$ cat src/design/hfrc_pkg.sv
// Shared types, constants and helper functions of the hex frame receiver.
package hfrc_pkg;

    localparam int MAX_BYTES   = 128;
    localparam int HDR_BYTES   = 9;
    localparam int TAIL_BYTES  = 4;
    localparam int MIN_FRAME   = 13;
    localparam int CFG_INDEX_W = 8;
    localparam int CFG_DATA_W  = 16;
    localparam int FIFO_DEPTH  = 2;

    localparam logic [CFG_INDEX_W-1:0] CFG_OWN_ID        = 8'd0;
    localparam logic [CFG_INDEX_W-1:0] CFG_REPORT_ACTIVE = 8'd1;

    localparam logic [7:0]  HEAD_0        = 8'hA5;
    localparam logic [7:0]  HEAD_1        = 8'hB6;
    localparam logic [7:0]  PROTO_VERSION = 8'h02;
    localparam logic [15:0] CRC_POLY      = 16'hA001;
    localparam logic [15:0] CRC_INIT      = 16'hFFFF;
    localparam logic [15:0] BROADCAST_ID  = 16'hFFFF;
    localparam logic [15:0] CMD_STOP      = 16'h0303;
    localparam logic [15:0] CMD_DISCOVER  = 16'hFFFF;
    localparam logic [7:0]  TYPE_DISCOVER = 8'h05;
    localparam logic [7:0]  TYPE_COMMAND  = 8'h01;
    localparam logic [15:0] OWN_ID_RESET  = 16'h0001;

    typedef enum logic [3:0] {
        VERDICT_BAD_HEX     = 4'd0,
        VERDICT_FOREIGN_ID  = 4'd1,
        VERDICT_BUSY        = 4'd2,
        VERDICT_BAD_FRAME   = 4'd3,
        VERDICT_BAD_VERSION = 4'd4,
        VERDICT_BAD_CRC     = 4'd5,
        VERDICT_HEARTBEAT   = 4'd6,
        VERDICT_NOT_COMMAND = 4'd7,
        VERDICT_ACCEPT      = 4'd8
    } verdict_t;

    typedef logic [HDR_BYTES-1:0][7:0]  hdr_bytes_t;
    typedef logic [TAIL_BYTES-1:0][7:0] tail_bytes_t;

    typedef struct packed {
        logic        fault;
        logic [7:0]  count;
        hdr_bytes_t  hdr;
        tail_bytes_t recent;
        logic [15:0] crc_snap;
    } line_sum_t;

    // {valid, value} of one ASCII hex digit
    function automatic logic [4:0] nibble_of(input logic [7:0] c);
        logic [4:0] r;
        r = 5'd0;
        if (c >= 8'h30 && c <= 8'h39)
            r = {1'b1, 4'(c - 8'h30)};
        else if (c >= 8'h41 && c <= 8'h46)
            r = {1'b1, 4'(c - 8'h37)};
        return r;
    endfunction

    function automatic logic [15:0] crc_byte(input logic [15:0] crc, input logic [7:0] b);
        logic [15:0] c;
        c = crc ^ {8'd0, b};
        for (int k = 0; k < 8; k++)
        begin
            if (c[0])
                c = (c >> 1) ^ CRC_POLY;
            else
                c = c >> 1;
        end
        return c;
    endfunction

endpackage

$ cat src/design/hex_frame_receiver_checker_top.sv
// Top level of the hex frame receiver: config registers, front end, queue, verdict stage.
//
//   channel   handshake            payload
//   -------   ------------------   ---------------------------------------------------
//   input     push / full          character, line_end
//   result    pop / empty          verdict, frame_type, command_code, payload_length,
//                                  target_id
//   config    cfg_valid/cfg_ready  cfg_index, cfg_data
//
// One character per cycle if not full; front end's byte-wide CRC step is combinational.
// After line_end, a verdict is readied via the summary queue, then the result register.
// full rises only when the two-entry summary queue is full behind a stalled result.
// Reset clears line state; own_id resets to 1, report_active to 0.
module hex_frame_receiver_checker_top (
    input  logic                                clk,
    input  logic                                rst_n,
    input  logic                                push,
    output logic                                full,
    input  logic [7:0]                          character,
    input  logic                                line_end,
    output logic                                empty,
    input  logic                                pop,
    output logic [3:0]                          verdict,
    output logic [7:0]                          frame_type,
    output logic [15:0]                         command_code,
    output logic [7:0]                          payload_length,
    output logic [15:0]                         target_id,
    input  logic                                cfg_valid,
    output logic                                cfg_ready,
    input  logic [hfrc_pkg::CFG_INDEX_W-1:0]    cfg_index,
    input  logic [hfrc_pkg::CFG_DATA_W-1:0]     cfg_data
);

    logic [15:0]          own_id_reg, own_id_next;
    logic                 report_reg, report_next;
    logic                 take;
    logic                 sum_push;
    logic                 sum_pop;
    logic                 sum_empty;
    hfrc_pkg::line_sum_t  sum_wr;
    hfrc_pkg::line_sum_t  sum_rd;

    assign cfg_ready = 1'b1;
    assign take      = push && !full;

    always_comb
    begin
        own_id_next = own_id_reg;
        report_next = report_reg;
        if (cfg_valid && cfg_ready)
        begin
            unique case (cfg_index)
                hfrc_pkg::CFG_OWN_ID:        own_id_next = cfg_data[15:0];
                hfrc_pkg::CFG_REPORT_ACTIVE: report_next = cfg_data[0];
                default:                     ;
            endcase
        end
    end

    always_ff @(posedge clk or negedge rst_n)
    begin
        if (!rst_n)
        begin
            own_id_reg <= hfrc_pkg::OWN_ID_RESET;
            report_reg <= 1'b0;
        end
        else
        begin
            own_id_reg <= own_id_next;
            report_reg <= report_next;
        end
    end

    hfrc_front u_front (
        .clk       (clk),
        .rst_n     (rst_n),
        .take      (take),
        .character (character),
        .line_end  (line_end),
        .sum_push  (sum_push),
        .sum_data  (sum_wr)
    );

    hfrc_fifo u_fifo (
        .clk     (clk),
        .rst_n   (rst_n),
        .push    (sum_push),
        .wr_data (sum_wr),
        .full    (full),
        .pop     (sum_pop),
        .rd_data (sum_rd),
        .empty   (sum_empty)
    );

    hfrc_back u_back (
        .clk            (clk),
        .rst_n          (rst_n),
        .own_id         (own_id_reg),
        .report_active  (report_reg),
        .sum_empty      (sum_empty),
        .sum_data       (sum_rd),
        .sum_pop        (sum_pop),
        .empty          (empty),
        .pop            (pop),
        .verdict        (verdict),
        .frame_type     (frame_type),
        .command_code   (command_code),
        .payload_length (payload_length),
        .target_id      (target_id)
    );

endmodule

$ cat src/design/hfrc_front.sv
// Character front end: nibble pairing, header capture, CRC and line summary.
module hfrc_front (
    input  logic               clk,
    input  logic               rst_n,
    input  logic               take,
    input  logic [7:0]         character,
    input  logic               line_end,
    output logic               sum_push,
    output hfrc_pkg::line_sum_t sum_data
);

    logic                   pending_reg, pending_next;
    logic [3:0]             high_reg, high_next;
    logic [7:0]             count_reg, count_next;
    logic                   fault_reg, fault_next;
    hfrc_pkg::hdr_bytes_t   hdr_reg, hdr_next;
    hfrc_pkg::tail_bytes_t  recent_reg, recent_next;
    logic [15:0]            crc_reg, crc_next;
    logic [15:0]            snap_reg, snap_next;

    logic [4:0]  nib;
    logic [7:0]  byte_val;
    logic [7:0]  count_inc;
    logic [15:0] crc_new;
    logic [8:0]  snap_at;

    assign nib       = hfrc_pkg::nibble_of(character);
    assign byte_val  = {high_reg, nib[3:0]};
    assign count_inc = count_reg + 8'd1;
    assign crc_new   = hfrc_pkg::crc_byte(crc_reg, byte_val);
    assign snap_at   = 9'(hfrc_pkg::HDR_BYTES) + {1'b0, hdr_reg[7]};

    always_comb
    begin
        pending_next = pending_reg;
        high_next    = high_reg;
        count_next   = count_reg;
        fault_next   = fault_reg;
        hdr_next     = hdr_reg;
        recent_next  = recent_reg;
        crc_next     = crc_reg;
        snap_next    = snap_reg;
        if (take)
        begin
            if (line_end)
            begin
                pending_next = 1'b0;
                high_next    = 4'd0;
                count_next   = 8'd0;
                fault_next   = 1'b0;
                hdr_next     = '0;
                recent_next  = '0;
                crc_next     = hfrc_pkg::CRC_INIT;
                snap_next    = hfrc_pkg::CRC_INIT;
            end
            else if (!fault_reg)
            begin
                if (!nib[4])
                    fault_next = 1'b1;
                else if (!pending_reg)
                begin
                    high_next    = nib[3:0];
                    pending_next = 1'b1;
                end
                else
                begin
                    pending_next = 1'b0;
                    if (count_reg >= 8'(hfrc_pkg::MAX_BYTES))
                        fault_next = 1'b1;
                    else
                    begin
                        if (count_reg < 8'(hfrc_pkg::HDR_BYTES))
                            hdr_next[count_reg[3:0]] = byte_val;
                        recent_next = {byte_val, recent_reg[hfrc_pkg::TAIL_BYTES-1:1]};
                        crc_next    = crc_new;
                        count_next  = count_inc;
                        if (count_inc >= 8'(hfrc_pkg::HDR_BYTES) && {1'b0, count_inc} == snap_at)
                            snap_next = crc_new;
                    end
                end
            end
        end
    end

    always_ff @(posedge clk or negedge rst_n)
    begin
        if (!rst_n)
        begin
            pending_reg <= 1'b0;
            high_reg    <= 4'd0;
            count_reg   <= 8'd0;
            fault_reg   <= 1'b0;
            hdr_reg     <= '0;
            recent_reg  <= '0;
            crc_reg     <= hfrc_pkg::CRC_INIT;
            snap_reg    <= hfrc_pkg::CRC_INIT;
        end
        else
        begin
            pending_reg <= pending_next;
            high_reg    <= high_next;
            count_reg   <= count_next;
            fault_reg   <= fault_next;
            hdr_reg     <= hdr_next;
            recent_reg  <= recent_next;
            crc_reg     <= crc_next;
            snap_reg    <= snap_next;
        end
    end

    assign sum_push          = take && line_end;
    assign sum_data.fault    = fault_reg || pending_reg;
    assign sum_data.count    = count_reg;
    assign sum_data.hdr      = hdr_reg;
    assign sum_data.recent   = recent_reg;
    assign sum_data.crc_snap = snap_reg;

endmodule

$ cat src/design/hfrc_fifo.sv
// Short queue of line summaries between front end and verdict stage.
module hfrc_fifo (
    input  logic                clk,
    input  logic                rst_n,
    input  logic                push,
    input  hfrc_pkg::line_sum_t wr_data,
    output logic                full,
    input  logic                pop,
    output hfrc_pkg::line_sum_t rd_data,
    output logic                empty
);

    localparam int PTR_W = $clog2(hfrc_pkg::FIFO_DEPTH);
    localparam int CNT_W = $clog2(hfrc_pkg::FIFO_DEPTH + 1);

    hfrc_pkg::line_sum_t mem_reg [hfrc_pkg::FIFO_DEPTH];
    logic [PTR_W-1:0] wr_ptr_reg, wr_ptr_next;
    logic [PTR_W-1:0] rd_ptr_reg, rd_ptr_next;
    logic [CNT_W-1:0] cnt_reg, cnt_next;
    logic             do_push, do_pop;

    assign full    = cnt_reg == CNT_W'(hfrc_pkg::FIFO_DEPTH);
    assign empty   = cnt_reg == '0;
    assign do_push = push && !full;
    assign do_pop  = pop && !empty;
    assign rd_data = mem_reg[rd_ptr_reg];

    always_comb
    begin
        wr_ptr_next = wr_ptr_reg;
        rd_ptr_next = rd_ptr_reg;
        cnt_next    = cnt_reg;
        if (do_push)
            wr_ptr_next = (wr_ptr_reg == PTR_W'(hfrc_pkg::FIFO_DEPTH - 1)) ? '0 : wr_ptr_reg + 1'b1;
        if (do_pop)
            rd_ptr_next = (rd_ptr_reg == PTR_W'(hfrc_pkg::FIFO_DEPTH - 1)) ? '0 : rd_ptr_reg + 1'b1;
        if (do_push && !do_pop)
            cnt_next = cnt_reg + 1'b1;
        else if (do_pop && !do_push)
            cnt_next = cnt_reg - 1'b1;
    end

    always_ff @(posedge clk or negedge rst_n)
    begin
        if (!rst_n)
        begin
            wr_ptr_reg <= '0;
            rd_ptr_reg <= '0;
            cnt_reg    <= '0;
        end
        else
        begin
            wr_ptr_reg <= wr_ptr_next;
            rd_ptr_reg <= rd_ptr_next;
            cnt_reg    <= cnt_next;
        end
    end

    always_ff @(posedge clk)
    begin
        if (do_push)
            mem_reg[wr_ptr_reg] <= wr_data;
    end

endmodule

$ cat src/design/hfrc_back.sv
// Verdict stage: judges one line summary and holds the result for the consumer.
module hfrc_back (
    input  logic                clk,
    input  logic                rst_n,
    input  logic [15:0]         own_id,
    input  logic                report_active,
    input  logic                sum_empty,
    input  hfrc_pkg::line_sum_t sum_data,
    output logic                sum_pop,
    output logic                empty,
    input  logic                pop,
    output logic [3:0]          verdict,
    output logic [7:0]          frame_type,
    output logic [15:0]         command_code,
    output logic [7:0]          payload_length,
    output logic [15:0]         target_id
);

    logic                valid_reg, valid_next;
    hfrc_pkg::verdict_t  verdict_reg, verdict_next;
    logic [7:0]          type_reg, type_next;
    logic [15:0]         cmd_reg, cmd_next;
    logic [7:0]          len_reg, len_next;
    logic [15:0]         id_reg, id_next;

    logic        head_ok;
    logic        tail_ok;
    logic [15:0] id;
    logic [15:0] cmd;
    logic [15:0] rx_crc;
    logic [8:0]  frame_len;
    hfrc_pkg::verdict_t judged;

    assign sum_pop   = !sum_empty && (!valid_reg || pop);
    assign head_ok   = sum_data.hdr[0] == hfrc_pkg::HEAD_0 && sum_data.hdr[1] == hfrc_pkg::HEAD_1;
    assign tail_ok   = sum_data.recent[2] == hfrc_pkg::HEAD_1
                    && sum_data.recent[3] == hfrc_pkg::HEAD_0;
    assign id        = {sum_data.hdr[2], sum_data.hdr[3]};
    assign cmd       = {sum_data.hdr[5], sum_data.hdr[6]};
    assign rx_crc    = {sum_data.recent[0], sum_data.recent[1]};
    assign frame_len = 9'(hfrc_pkg::MIN_FRAME) + {1'b0, sum_data.hdr[7]};

    always_comb
    begin
        if (sum_data.fault)
            judged = hfrc_pkg::VERDICT_BAD_HEX;
        else if (sum_data.count >= 8'd4 && head_ok && id != own_id
                 && id != hfrc_pkg::BROADCAST_ID)
            judged = hfrc_pkg::VERDICT_FOREIGN_ID;
        else if (report_active && sum_data.count >= 8'd7 && cmd != hfrc_pkg::CMD_STOP)
            judged = hfrc_pkg::VERDICT_BUSY;
        else if (sum_data.count < 8'(hfrc_pkg::MIN_FRAME) || !head_ok
                 || {1'b0, sum_data.count} != frame_len || !tail_ok)
            judged = hfrc_pkg::VERDICT_BAD_FRAME;
        else if (sum_data.hdr[8] != hfrc_pkg::PROTO_VERSION)
            judged = hfrc_pkg::VERDICT_BAD_VERSION;
        else if (rx_crc != sum_data.crc_snap)
            judged = hfrc_pkg::VERDICT_BAD_CRC;
        else if (sum_data.hdr[4] == hfrc_pkg::TYPE_DISCOVER && cmd == hfrc_pkg::CMD_DISCOVER)
            judged = hfrc_pkg::VERDICT_HEARTBEAT;
        else if (sum_data.hdr[4] != hfrc_pkg::TYPE_COMMAND)
            judged = hfrc_pkg::VERDICT_NOT_COMMAND;
        else
            judged = hfrc_pkg::VERDICT_ACCEPT;
    end

    always_comb
    begin
        valid_next   = valid_reg;
        verdict_next = verdict_reg;
        type_next    = type_reg;
        cmd_next     = cmd_reg;
        len_next     = len_reg;
        id_next      = id_reg;
        if (pop && valid_reg)
            valid_next = 1'b0;
        if (sum_pop)
        begin
            valid_next   = 1'b1;
            verdict_next = judged;
            type_next    = sum_data.hdr[4];
            cmd_next     = cmd;
            len_next     = sum_data.hdr[7];
            id_next      = id;
        end
    end

    always_ff @(posedge clk or negedge rst_n)
    begin
        if (!rst_n)
            valid_reg <= 1'b0;
        else
            valid_reg <= valid_next;
    end

    always_ff @(posedge clk)
    begin
        verdict_reg <= verdict_next;
        type_reg    <= type_next;
        cmd_reg     <= cmd_next;
        len_reg     <= len_next;
        id_reg      <= id_next;
    end

    assign empty          = !valid_reg;
    assign verdict        = verdict_reg;
    assign frame_type     = type_reg;
    assign command_code   = cmd_reg;
    assign payload_length = len_reg;
    assign target_id      = id_reg;

endmodule

$ cat config.mk
export PLATFORM = sky130hd
export DESIGN_NAME = hex_frame_receiver_checker_top
export DESIGN_NICKNAME = d
export VERILOG_FILES = /design/src/design/hfrc_pkg.sv /design/src/design/hex_frame_receiver_checker_top.sv /design/src/design/hfrc_front.sv /design/src/design/hfrc_fifo.sv /design/src/design/hfrc_back.sv
export SDC_FILE = /design/constraint.sdc
export NUM_CORES = 1
export LEC_CHECK = 0
export ABC_CLOCK_PERIOD_IN_PS = 9700
export BUFFER_PORTS_ARGS = -buffer_cell sky130_fd_sc_hd__buf_2
export CORE_ASPECT_RATIO = 1.4
export CORE_MARGIN = 1
export CORE_UTILIZATION = 61
export DETAILED_ROUTE_END_ITERATION = 10
export PLACE_DENSITY = 0.79
export SETUP_SLACK_MARGIN = 0.4
export SLEW_MARGIN = 20
export SYNTH_ARGS = -nofsm -noshare
export SYNTH_HDL_FRONTEND = slang
export SYNTH_HIERARCHICAL = 1
export SYNTH_SLANG_ARGS = --single-unit
$ cat constraint.sdc
create_clock -name clk -period 9.7 [get_ports clk]
set_input_delay 0.97 -clock clk [delete_from_list [all_inputs] [get_ports clk]]
set_output_delay 0.97 -clock clk [all_outputs]
set_load 0.05 [all_outputs]
# After elaboration in Yosys (flattened, before gate mapping)
# Memory sizes are Yosys's and may differ from the RTL's.
# Index checks and enable logic that the tools add are counted.
[word_totals] word_cells=201 out_inout_bits=55 ram_bits=258 inputBits=38 reg_bits=224 mem_count=1
[op_classes] n_eq_ne=19 add_sub_neg=9 muxes=68 reduce_logical=50 magnitude_cmp=12 bitwise=9
[memory_table] name="u_fifo.mem_reg" depth=2 word_bits=129 read_ports=1 rd_ports_with_merged_regs=0 write_ports=1 line="hfrc_fifo.sv:16" source="hfrc_pkg::line_sum_t mem_reg [hfrc_pkg::FIFO_DEPTH];"
[op_table] operator="72-bit 2-to-1 mux" n=6
[op_table] operator="16-bit 2-to-1 mux" n=19
[op_table] operator="32-bit 2-to-1 mux" n=5
[op_table] operator="72-bit bitwise mux" n=1
[op_table] operator="8-bit 2-to-1 mux" n=6
[op_table] operator="8-bit demux with 4-bit select" n=1
[op_table] operator="8-bit equality test, second input constant" n=4
[op_table] operator="16-bit != test" n=2
[op_table] operator="2-bit NOT with 3-bit output" n=8
[op_table] operator="1-bit logical AND" n=20
[op_table] operator="4-bit 2-to-1 mux" n=5
[op_table] operator="4-bit by 8-bit adder with 9-bit output, first input constant" n=2
[op_table] operator="16-bit equality test, second input constant" n=1
[op_table] operator="8-bit by 3-bit >= comparator with 1-bit output, second input constant" n=2
[op_table] operator="8-bit by 4-bit < comparator with 1-bit output, second input constant" n=2
[op_table] operator="1-bit 2-to-1 mux" n=16
[op_table] operator="16-bit by 10-bit != test with 1-bit output, second input constant" n=1
[op_table] operator="16-bit != test, second input constant" n=1
[op_table] operator="16-bit by 8-bit XOR with 16-bit output" n=1
[op_table] operator="6-bit AND reduction" n=2
[op_table] operator="2-bit nonzero test" n=6
[op_table] operator="5-bit 2-to-1 mux" n=2
[op_table] operator="8-bit by 9-bit equality test with 1-bit output" n=1
[op_table] operator="3-bit 2-to-1 mux" n=3
[op_table] operator="other kinds (33)" n=50

# Longest topological paths before layout
# Gate-level depths: netlist (run 1).
[logic_depth] ltp_word=27 depth_mapped=12

# Cells and area by module
# Netlist (run 1), hierarchy kept.
[by_module_without_submodules] mod="hfrc_fifo" n_inst=1 area_per_inst_um2=9531.6 cells_per_inst=420
[by_module_without_submodules] mod="hfrc_front" n_inst=1 area_per_inst_um2=7021.7 cells_per_inst=685
[by_module_without_submodules] mod="hfrc_back" n_inst=1 area_per_inst_um2=2547.4 cells_per_inst=183
[by_module_without_submodules] mod="hex_frame_receiver_checker_top" n_inst=1 area_per_inst_um2=696.9 cells_per_inst=43

# Worst setup path before layout (run 1)
# No wires, ideal clock.
[synth_path] path_type="input-to-reg" startpoint="in push" endpoint="mem u_fifo/mem_reg[0][0] in the netlist's numbering (enable)" arrival_time_ns=7.112 stages=5 t_required_ns=9.081 setup_ns=0.619 slack_ns=1.969 cell_sequence="nor2b_1 -> nand2_1 -> inv_1 -> nand2_1 -> nor2_1"
[synth_between] elab_chain_cells=5
[synth_rtl] element="from (decl)" line="hex_frame_receiver_checker_top.sv:17" source="input logic push,"
[synth_rtl] element="1-bit logical AND" line="hex_frame_receiver_checker_top.sv:44" source="assign take = push && !full;"
[synth_rtl] element="1-bit logical AND" line="hfrc_front.sv:111" source="assign sum_push = take && line_end;"
[synth_rtl] element="named net sum_push" line="hex_frame_receiver_checker_top.sv:37" source="logic sum_push;"
[synth_rtl] element="1-bit logical AND" line="hfrc_fifo.sv:24" source="assign do_push = push && !full;"
[synth_rtl] element="1-bit 2-to-1 mux" line="hfrc_fifo.sv:61" source="if (do_push)"
[synth_rtl] element="1-bit 2-to-1 mux (implied by the code)" line="hfrc_fifo.sv:62" source="mem_reg[wr_ptr_reg] <= wr_data;"
[synth_rtl] element="to (decl)" line="hfrc_fifo.sv:16"
# The timed path passes the listed nets, and every way through them passes these cells.

# Final worst setup path (run 1)
[layout_path] startpoint="reg u_fifo.cnt_reg[0]" endpoint="mem u_fifo/mem_reg[1][82] in the netlist's numbering (enable)"
[layout_between] elab_chain_cells=7
[layout_rtl] element="from (decl)" line="hfrc_fifo.sv:19" source="logic [CNT_W-1:0] cnt_reg, cnt_next;"
[layout_rtl] element="from (signal assigned)" line="hfrc_fifo.sv:55" source="cnt_reg <= cnt_next;"
[layout_rtl] element="2-bit equality test" line="hfrc_fifo.sv:22" source="assign full = cnt_reg == CNT_W'(hfrc_pkg::FIFO_DEPTH);"
[layout_rtl] element="1-bit zero test" line="hex_frame_receiver_checker_top.sv:44"
[layout_rtl] element="1-bit logical AND" line="hex_frame_receiver_checker_top.sv:44"
[layout_rtl] element="named net take" line="hex_frame_receiver_checker_top.sv:36" source="logic take;"
[layout_rtl] element="1-bit logical AND" line="hfrc_front.sv:111"
[layout_rtl] element="named net sum_push" line="hex_frame_receiver_checker_top.sv:37"
[layout_rtl] element="1-bit logical AND" line="hfrc_fifo.sv:24"
[layout_rtl] element="1-bit 2-to-1 mux" line="hfrc_fifo.sv:61"
[layout_rtl] element="1-bit 2-to-1 mux (implied by the code)" line="hfrc_fifo.sv:62"
# The timed path passes the listed nets, and every way through them passes these cells.

==> results of run 1 <==
## stage by stage
step | hold slack, ps | instances | total power [mW] | area, sq um | util, %
floorplan | 437 | 1331 | 4.10 | 19800 | -
global placement | 447 | 1762 | 4.40 | 20500 | 64.5
detailed placement | 452 | 1762 | 4.44 | 20500 | 64.5
CTS | 372 | 1846 | 6.23 | 22000 | 69.3
global route | 399 | 1846 | 6.43 | 22000 | 69.3
finish | 362 | 1846 | 6.19 | 22000 | 69.3
## final cells by class
class	instances	area, sq um
clock buffers	66	1330
inverters	14	52.6
multi-input cells	769	5770
fillers	2072	9750
clock inverters	18	199
repair buffers	102	548
flip-flops and latches	482	13700
well taps	395	494
## final timing paths
check | startpoint | to | slack, ps | depth (start not counted)
worst max register to register | u_fifo/cnt_reg[0]$_DFFE_PN0P_ | u_fifo/mem_reg[1][82]$_DFFE_PP_ | 4990 | 8
worst min-delay path | rst_n | u_front/sum_data[88]$_DFFE_PN0P_ | 360 | 1
max in group asynchronous | rst_n | u_front/count_reg[4]$_DFFE_PN0P_ | 7400 | 3
worst max-delay path | u_fifo/cnt_reg[0]$_DFFE_PN0P_ | u_fifo/mem_reg[1][82]$_DFFE_PP_ | 4990 | 8
worst min register to register | u_front/crc_reg[4]$_DFFE_PN1P_ | u_front/crc_reg[4]$_DFFE_PN1P_ | 460 | 2
min in group clk | u_front/crc_reg[4]$_DFFE_PN1P_ | u_front/crc_reg[4]$_DFFE_PN1P_ | 460 | 2
## power groups by stage
| stage | clock network (mW) | registers (mW) | logic (mW) |
|---|---|---|---|
| after floorplan | 0 | 3.05 | 1.06 |
| after global placement | 0 | 2.81 | 1.59 |
| after detailed placement | 0 | 2.82 | 1.61 |
| after CTS | 1.81 | 2.79 | 1.63 |
| after global routing | 1.89 | 2.82 | 1.73 |
| final | 1.78 | 2.78 | 1.62 |
## synth_stat cells (all sizes together) (6+ instances only)
cell,instances,share of area (%)
nor4,19,0.75
mux2i,42,2.1
dfstp,33,4.4
nand3b,25,0.95
nor3,21,0.59
nor2,36,0.68
dfrtp,139,18
xor2,30,1.4
nand3,39,0.99
nand2b,6,0.19
o22a,13,0.59
xnor2,46,2.0
o21ai,66,1.7
nor4bb,6,0.33
mux2,148,8.4
edfxtp,310,47
or3,10,0.32
buf,35,1.3
clkbuf,31,0.59
a21oi,26,0.70
nand4,15,0.47
inv,14,0.27
nand2,137,2.6
ha,10,0.63
## critical path: cells and delay by family, from the launching register on
| family | cells | cell delay (ps) |
|---|---|---|
| flops | 1 | 410 |
| simple gates | 4 | 1930 |
| buf+inv | 4 | 1770 |
## kinds of logic (layout without fill, tap and decap cells)
| logic type | after synthesis | count (layout) | synth area share (%) |
|---|---|---|---|
| compound gates | 141 | 141 | 4.56 |
| other cells | 1 | 1 | 0.0189 |
| buf+inv | 80 | 200 | 2.12 |
| mux | 190 | 190 | 10.6 |
| xor+xnor | 79 | 79 | 3.75 |
| flops | 482 | 482 | 69.0 |
| simple gates | 348 | 348 | 9.39 |
| fa+ha+maj | 10 | 10 | 0.632 |
## layer usage
layer  wire length (microns)  up-vias
met1                   15100     5522
met2                   20400      351
met4                    1360        0
met3                    1730       81
met5                       0        -
li1                        -     5094
==> impl_metrics.toml, run 1 <==
[status]
status = "finished, final reports clean"

[cts]
worstSkewPairLatency_ps = 550
cts_tree = "yes"
cts_root_buf = "clkbuf_16"
cts_max_level = 2
cts_setup_buffers = 0
cts_resized = 0
ctsLongestPathBuffers = 3
numCtsBuffers = 45
cts_num_sinks = 482
clkTransAtPathRegs_ps = 60
ctsHoldBuffers = 0

[grt]
use_met3_pct = 3.59
grt_busiest_layer = "met2"
met2_usage_pct = 42.7
grt_usage_pct = 24.0
grt_max_degree = 82
grt_pass1_vias = 11400
met1_usage_pct = 29.1
overflow = 0
antenna_found_initial = 0
grt_pass1_wl_microns = 61300

[final_layout]
drive_above_1_share_pct = 26.5
diodes = 0
final_common_cell = "edfxtp_1"
largest_reg_flops = 258
final_cell_mix = "edfxtp_1, mux2_2, dfrtp_1, nand2_1, buf_2"
nets = 1462
synthToLayoutAreaGrowth_pct = 11.4

[route]
post-route-drc-count = 0
routedWlPerCell_microns = 20.9
antenna_left = 0
drtIter0Drc = 746
drtPass1Iterations = 5
wl_microns = 38600
dr_total_vias = 11000
vias_per_cell = 5.98

[job]
cap_violations = 0

[logic_synthesis]
synth_enable_flop_cells = 310
ys_types = 85
synthCells = 1331
ys_ff_latch = 482
yosys_warnings = 6
synthFlopType = "edfxtp_1"
yosysSeqAreaShare_pct = 69.0
syn_nets = 1379
syn_avg_cell_area_sq_um = 14.9
async_reset_ff_share_pct = 35.7
syn-cell-area_sq_mm = 0.0198

[setup_path]
cp-end-kind = "register"
critPathSlowestCell = "buf_4"
cp-start-kind = "register"
crit_type = "register to register"
crit_fanout = 81
slowest_delay_ps = 950
cp_data_arrival_time_ps = 4870
path_cells = "nand2b_1 > inv_1 > nor2b_1 > nand2_2 > buf_4 > inv_1 > and3_4 > buf_4"
required_ps = 9870

[placed_design]
io_buffers = 91
dp_slack_ps = 4580
dpl.hpwl_microns = 24000
gpl.final_weighted_congestion = 0.802

[pwr]
p_sw_mw = 1.96
comb_power_share_pct = 26.2
clockPowerShare_pct = 28.8
sw_frac_of_total_pct = 31.7
pwr-share-seq_pct = 45.0
intPower_mw = 4.23
p_per_area_mw_per_mm2 = 281
p_leak_nw = 8.26
vdd_drop_max_uv = 186

[sta]
max_slew_margin_pct = 25.6
fin_skew_ps = 16.1
setup_ws_ps = 4990
rsz0062_at_grt = "no"
fmax_mhz = 213
worstMarginPinSlew_ps = 1120
hold_viol = 0
fin_crit_sh_pct = 48.5
final.setup.tns_ps = 0
setup_viol = 0
fin_crit_ps = 4710
slew_viol_final = 0

[floorplan]
die_y_microns = 215
start_util_pct = 62.3
die_x_microns = 154
core_area_sq_mm = 0.0318
io_pins = 93
dieArea_sq_mm = 0.0332
row_count = 77

[worst_hold_path]
hold_path_class = "input port to async pin"
Power figures use the tool's default switching activity.
==> inputs of run 2 (changes only) <==
--- a/config.mk
+++ b/config.mk
@@ -5,13 +5,14 @@
 export SDC_FILE = /design/constraint.sdc
 export NUM_CORES = 1
 export LEC_CHECK = 0
-export ABC_CLOCK_PERIOD_IN_PS = 9700
+export ABC_AREA = 1
+export ABC_CLOCK_PERIOD_IN_PS = 3840
 export BUFFER_PORTS_ARGS = -buffer_cell sky130_fd_sc_hd__buf_2
 export CORE_ASPECT_RATIO = 1.4
 export CORE_MARGIN = 1
-export CORE_UTILIZATION = 61
+export CORE_UTILIZATION = 55
 export DETAILED_ROUTE_END_ITERATION = 10
-export PLACE_DENSITY = 0.79
+export PLACE_DENSITY = 0.75
 export SETUP_SLACK_MARGIN = 0.4
 export SLEW_MARGIN = 20
 export SYNTH_ARGS = -nofsm -noshare
==> constraint.sdc (replaced) <==
create_clock -name clk -period 3.84 [get_ports clk]
set_input_delay 0.384 -clock clk [delete_from_list [all_inputs] [get_ports clk]]
set_output_delay 0.384 -clock clk [all_outputs]
set_load 0.05 [all_outputs]
==> impl_metrics.toml, run 2 <==
[logic_synthesis]
yosysSeqAreaShare_pct = 67.3
ys_ff_latch = 482
synth_area_leaders = "edfxtp_1, dfrtp_1, nand2_1"
syn-cell-area_sq_mm = 0.0203
syn_avg_cell_area_sq_um = 10.4
syn_nets = 1999
async_reset_ff_share_pct = 35.7
synth_top_area_share_pct = 45.9
synthFlopType = "edfxtp_1"
synthCells = 1951
synth_enable_flop_cells = 310
yosys_warnings = 6
synth_largest_area_cell = "edfxtp_1"
synth_commonest_cells = "nand2_1, edfxtp_1, inv_1"
ys_types = 46
synth.most_common_cell = "nand2_1"

[final_layout]
largest_reg_flops = 258
post-route-util_pct = 62.9
synthToLayoutAreaGrowth_pct = 12.0
final_common_cell = "nand2_1"
diodes = 0
nets = 2087
drive_above_1_share_pct = 14.3
final_cell_mix = "nand2_1, edfxtp_1, inv_1, nand3_1, dfrtp_1"

[floorplan]
dieArea_sq_mm = 0.0377
row_count = 82
die_y_microns = 229
core_area_sq_mm = 0.0361
start_util_pct = 56.2
io_pins = 93
die_x_microns = 164

[sta]
slew_viol_final = 0
fin_crit_ps = 2980
max_slew_margin_pct = 34.9
setup_viol = 0
fin_skew_ps = 20.2
fin_crit_sh_pct = 77.6
worstMarginPinSlew_ps = 976
hold_viol = 0
rsz0062_at_grt = "no"
final.setup.tns_ps = 0
fmax_mhz = 335

[grt]
grt_pass1_vias = 13500
grt_max_degree = 131
antenna_found_initial = 0
overflow = 0
grt_usage_pct = 24.0
grt_pass1_wl_microns = 69000

[cts]
worstSkewPairLatency_ps = 560
cts_max_level = 2
cts_num_sinks = 482
cts_tree = "yes"
ctsLongestPathBuffers = 3
numCtsBuffers = 45
clkTransAtPathRegs_ps = 60
cts_setup_buffers = 0
cts_root_buf = "clkbuf_16"
cts_resized = 0

[pwr]
intPower_mw = 10.9
clockPowerShare_pct = 27.1
p_sw_mw = 6.22
p_per_area_mw_per_mm2 = 753
sw_frac_of_total_pct = 36.4
pwr-share-seq_pct = 42.5
vdd_drop_max_uv = 661
comb_power_share_pct = 30.4
p_leak_nw = 9.93

[setup_path]
critPathSlowestCell = "dfrtp_4"
cp-start-kind = "register"
crit_fanout = 33
cp_data_arrival_time_ps = 3330
crit_type = "register to register"
cp-end-kind = "register"
slowest_delay_ps = 430
path_cells = "clkinv_2 > buf_4 > nand2_1 > nand2_1 > ha_1 > inv_1 > nand2_2 > nand3_1 > nand3_1 > nor2_2 > nand3_2 > nor3_1"
required_ps = 4190

[route]
drtIter0Drc = 1188
vias_per_cell = 5.44
drtPass1Iterations = 6
post-route-drc-count = 0
antenna_left = 0
wl_microns = 44100
routedWlPerCell_microns = 17.4
dr_total_vias = 13800

[placed_design]
dpl.hpwl_microns = 27000
io_buffers = 91
gpl.final_weighted_congestion = 0.869

[status]
status = "finished, final reports clean"

[job]
cap_violations = 0

[worst_hold_path]
hold_path_class = "input port to register"
## run 2: what timing repair did
item                                    in CTS  in global routing
hold buffers                                 1                  0
hold endpoints to repair                    79                  0
endpoints found under the setup margin       0                  0
## run 2: cell families after synthesis
family          after synthesis  synth area share (%)
compound gates              154                  4.17
xor+xnor                     32                  1.42
fa+ha+maj                    10                 0.617
buf+inv                     223                  4.95
flops                       482                  67.3
other cells                   1                0.0185
simple gates               1049                  21.5
## run 2: path summary, 6_finish.rpt
kind                       cells after the start                          endpoint  slack [ps]                              from
min in group asynchronous                      2  u_front/sum_data[88]$_DFFE_PN0P_         480                             rst_n
min                                            2      u_back/valid_reg$_DFFE_PN0P_          40                               pop
max reg2reg                                   12   u_back/verdict[2]$_SDFFCE_PP0P_         860     u_fifo/rd_ptr_reg$_DFFE_PN0P_
min reg2reg                                    0   u_fifo/mem_reg[1][79]$_DFFE_PP_         470  u_front/sum_data[79]$_DFFE_PN0P_
max                                           12   u_back/verdict[2]$_SDFFCE_PP0P_         860     u_fifo/rd_ptr_reg$_DFFE_PN0P_
max in group asynchronous                      3  u_front/sum_data[27]$_DFFE_PN0P_        2420                             rst_n
## run 2: metrics by stage
step / setup WS, ps / cell area (sq um) / hold slack, ps / total power [mW] / instances
floorplan: 221 / 20300 / 88.4 / 11.3 / 1951
global placement: 916 / 21200 / 447 / 12.3 / 2453
detailed placement: 727 / 21200 / 456 / 12.5 / 2453
CTS: 897 / 22700 / 23.8 / 17.2 / 2538
global route: 690 / 22700 / 69.6 / 18.0 / 2538
finish: 859 / 22700 / 43.4 / 17.1 / 2538
## run 2: worst max-delay path: cells and delay by family, from the launching register on
family,cells,cell delay [ps]
DFF,1,430
adders and majority gates,1,250
buffers and inverters,3,900
and+or+nand+nor,8,1210
## run 2: layer usage
layer	track usage, %	vias up	routed length (microns)
met4	11.8	0	1990
met3	3.28	137	2200
li1	-	6571	-
met5	0	-	0
met1	27.3	6658	16600
met2	43.5	448	23300
## run 2: cell type report
| type | count | area [sq um] |
|---|---|---|
| flip-flops and latches | 482 | 13700 |
| fillers | 2844 | 13400 |
| multi-input cells | 1246 | 5680 |
| clock buffers | 60 | 1270 |
| repair buffers | 107 | 659 |
| inverters | 157 | 599 |
| well taps | 462 | 578 |
| clock inverters | 24 | 284 |
## run 2: power groups by stage
stage / combinational [mW] / sequential [mW] / clock (mW)
6_report: 5.21 / 7.27 / 4.64
5_1_grt: 5.73 / 7.37 / 4.90
4_1_cts: 5.18 / 7.28 / 4.71
3_5_place_dp: 5.15 / 7.37 / 0
3_3_place_gp: 5.02 / 7.32 / 0
2_1_floorplan: 3.11 / 8.19 / 0
==> inputs of run 3 (changes only) <==
--- a/config.mk
+++ b/config.mk
@@ -6,13 +6,13 @@
 export NUM_CORES = 1
 export LEC_CHECK = 0
 export ABC_AREA = 1
-export ABC_CLOCK_PERIOD_IN_PS = 3840
+export ABC_CLOCK_PERIOD_IN_PS = 3100
 export BUFFER_PORTS_ARGS = -buffer_cell sky130_fd_sc_hd__buf_2
 export CORE_ASPECT_RATIO = 1.4
 export CORE_MARGIN = 1
-export CORE_UTILIZATION = 55
+export CORE_UTILIZATION = 61
 export DETAILED_ROUTE_END_ITERATION = 10
-export PLACE_DENSITY = 0.75
+export PLACE_DENSITY = 0.79
 export SETUP_SLACK_MARGIN = 0.4
 export SLEW_MARGIN = 20
 export SYNTH_ARGS = -nofsm -noshare
==> constraint.sdc (replaced) <==
create_clock -name clk -period 3.1 [get_ports clk]
set_input_delay 0.31 -clock clk [delete_from_list [all_inputs] [get_ports clk]]
set_output_delay 0.31 -clock clk [all_outputs]
set_load 0.05 [all_outputs]
==> impl_metrics.toml, run 3 (synthesis results as in run 2) <==
[floorplan]
start_util_pct = 62.2
io_pins = 93
die_y_microns = 218
row_count = 78
core_area_sq_mm = 0.0326
die_x_microns = 156
dieArea_sq_mm = 0.0340

[final_layout]
regArea_sq_mm = 0.0137
nets = 2113
post-route-util_pct = 70.3
final_cell_mix = "nand2_1, edfxtp_1, inv_1, nand3_1, dfrtp_1"
synthToLayoutAreaGrowth_pct = 12.9
largest_reg_flops = 258
multi_input_area_sq_mm = 0.00569
n_fill_cell = 2264
drive_above_1_share_pct = 14.6
final_common_cell = "nand2_1"

[route]
drtPass1Iterations = 7
vias_per_cell = 5.51
antenna_left = 0
drtIter0Drc = 936
dr_total_vias = 14000
routedWlPerCell_microns = 17.6
wl_microns = 44900
post-route-drc-count = 0

[placed_design]
dpl.hpwl_microns = 28300
io_buffers = 91
gpl.final_weighted_congestion = 0.908

[setup_path]
cp-end-kind = "register"
cp-startpoint = "u_front/count_reg[0]$_DFFE_PN0P_"
critPathTopFamily = "simple AND/OR/NAND/NOR gates"
critPathSlowestCell = "dfrtp_2"
r2r-end = "u_front/snap_reg[7]$_DFFE_PN1P_"
r2r-start = "u_front/count_reg[0]$_DFFE_PN0P_"
rrSetupSlack_ps = 580
required_ps = 3600
cp_common_cell = "nand2_1"
slowest_delay_ps = 460
crit_type = "register to register"
path_cells = "ha_1 > nand2_1 > inv_2 > nor2_1 > inv_1 > nand2_1 > nand4_1 > nor3_1 > nand3_1 > a211oi_2 > nand3b_2 > nand2_2 > nand2_8 > inv_6 > nand2_1 > nand2_1"
path_buf_inv = 3
crit_fanout = 22
cp-endpoint = "u_front/snap_reg[7]$_DFFE_PN1P_"
crit_cells = 16
cp_data_arrival_time_ps = 3020
rr_worst_depth = 16
cp-start-kind = "register"

[sta]
worstMarginPinSlew_ps = 852
slew_viol_final = 0
holdWs_ps = 20.2
final.setup.tns_ps = 0
fin_skew_ps = 24.2
max_slew_margin_pct = 43.1
fmax_mhz = 396
fin_crit_sh_pct = 81.4
hold_viol = 0
rsz0062_at_grt = "yes"
fin_crit_ps = 2520
setup_viol = 0

[grt]
antenna_found_initial = 0
grt_pass1_wl_microns = 69600
grt_usage_pct = 26.9
overflow = 0
grt_pass1_vias = 14000
grt_max_degree = 110

[cts]
cts_root_buf = "clkbuf_16"
cts_tree = "yes"
ctsLongestPathBuffers = 3
cts_num_sinks = 482
clkTransAtPathRegs_ps = 60
worstSkewPairLatency_ps = 570
numCtsBuffers = 44
cts_max_level = 2

[pwr]
vdd_drop_max_uv = 575
p_per_area_mw_per_mm2 = 914
p_leak_nw = 10.0

[status]
status = "finished, final reports clean"

[job]
cap_violations = 0

[worst_hold_path]
hold_path_class = "input port to register"
==> run 3: layout make-up <==
class / count / area share [%]
multi-input combinational: 1246 / 24.8
sequential: 482 / 59.6
clock inverter: 14 / 0.453
timing repair buffer: 134 / 4.24
inverter: 157 / 2.65
clock buffer: 68 / 5.78
antenna: 3 / 0.0328
tap: 440 / 2.40
==> run 3: report_power, final <==
group | total [mW] | internal [mW] | switching [mW]
clock | 5.30 | 3.03 | 2.27
combinational | 6.61 | 1.74 | 4.87
sequential | 9.04 | 8.47 | 0.573
total | 20.9 | 13.2 | 7.71
==> run 3: routing by layer <==
layer	share of wire (%)	GRT usage (%)	up-vias
met5	0	0	-
met4	5.5	16.8	0
met3	5.6	4.01	157
met2	53	49.4	509
met1	36	28.8	6725
li1	-	-	6631
==> run 3: worst min-delay path: cells and delay by family <==
kind | cells | cell delay (ps)
buffers and inverters | 1 | 80
and+or+nand+nor | 2 | 160
==> run 3: worst min path at each step <==
stage | startpoint | endpoint | depth (start not counted)
floorplan | rst_n | own_id_reg[10]$_DFFE_PN0P_ | 0
global placement | rst_n | u_front/sum_data[93]$_DFFE_PN0P_ | 1
detailed placement | rst_n | own_id_reg[13]$_DFFE_PN0P_ | 1
CTS | cfg_data[15] | own_id_reg[15]$_DFFE_PN0P_ | 3
global route | cfg_data[12] | own_id_reg[12]$_DFFE_PN0P_ | 3
finish | cfg_data[15] | own_id_reg[15]$_DFFE_PN0P_ | 3
==> run 3: metrics by stage <==
| stage | total power [mW] | instance area (sq um) | std cells | setup slack, ps |
|---|---|---|---|---|
| after floorplan | 14.0 | 20400 | 1951 | -507 |
| after global placement | 15.3 | 21300 | 2446 | 574 |
| after detailed placement | 15.6 | 21300 | 2446 | 467 |
| after CTS | 20.9 | 22800 | 2540 | 446 |
| after global routing | 22.0 | 22900 | 2541 | 397 |
| final | 20.9 | 22900 | 2544 | 577 |
==> run 3: repair_timing <==
| action | 4_1_cts | 5_1_grt |
|---|---|---|
| hold buffers | 12 | 0 |
| buffers inserted | 0 | 0 |
| setup endpoints to repair | 0 | 18 |
| resized for setup | 0 | 9 |
| endpoints found under the hold margin | 87 | 0 |
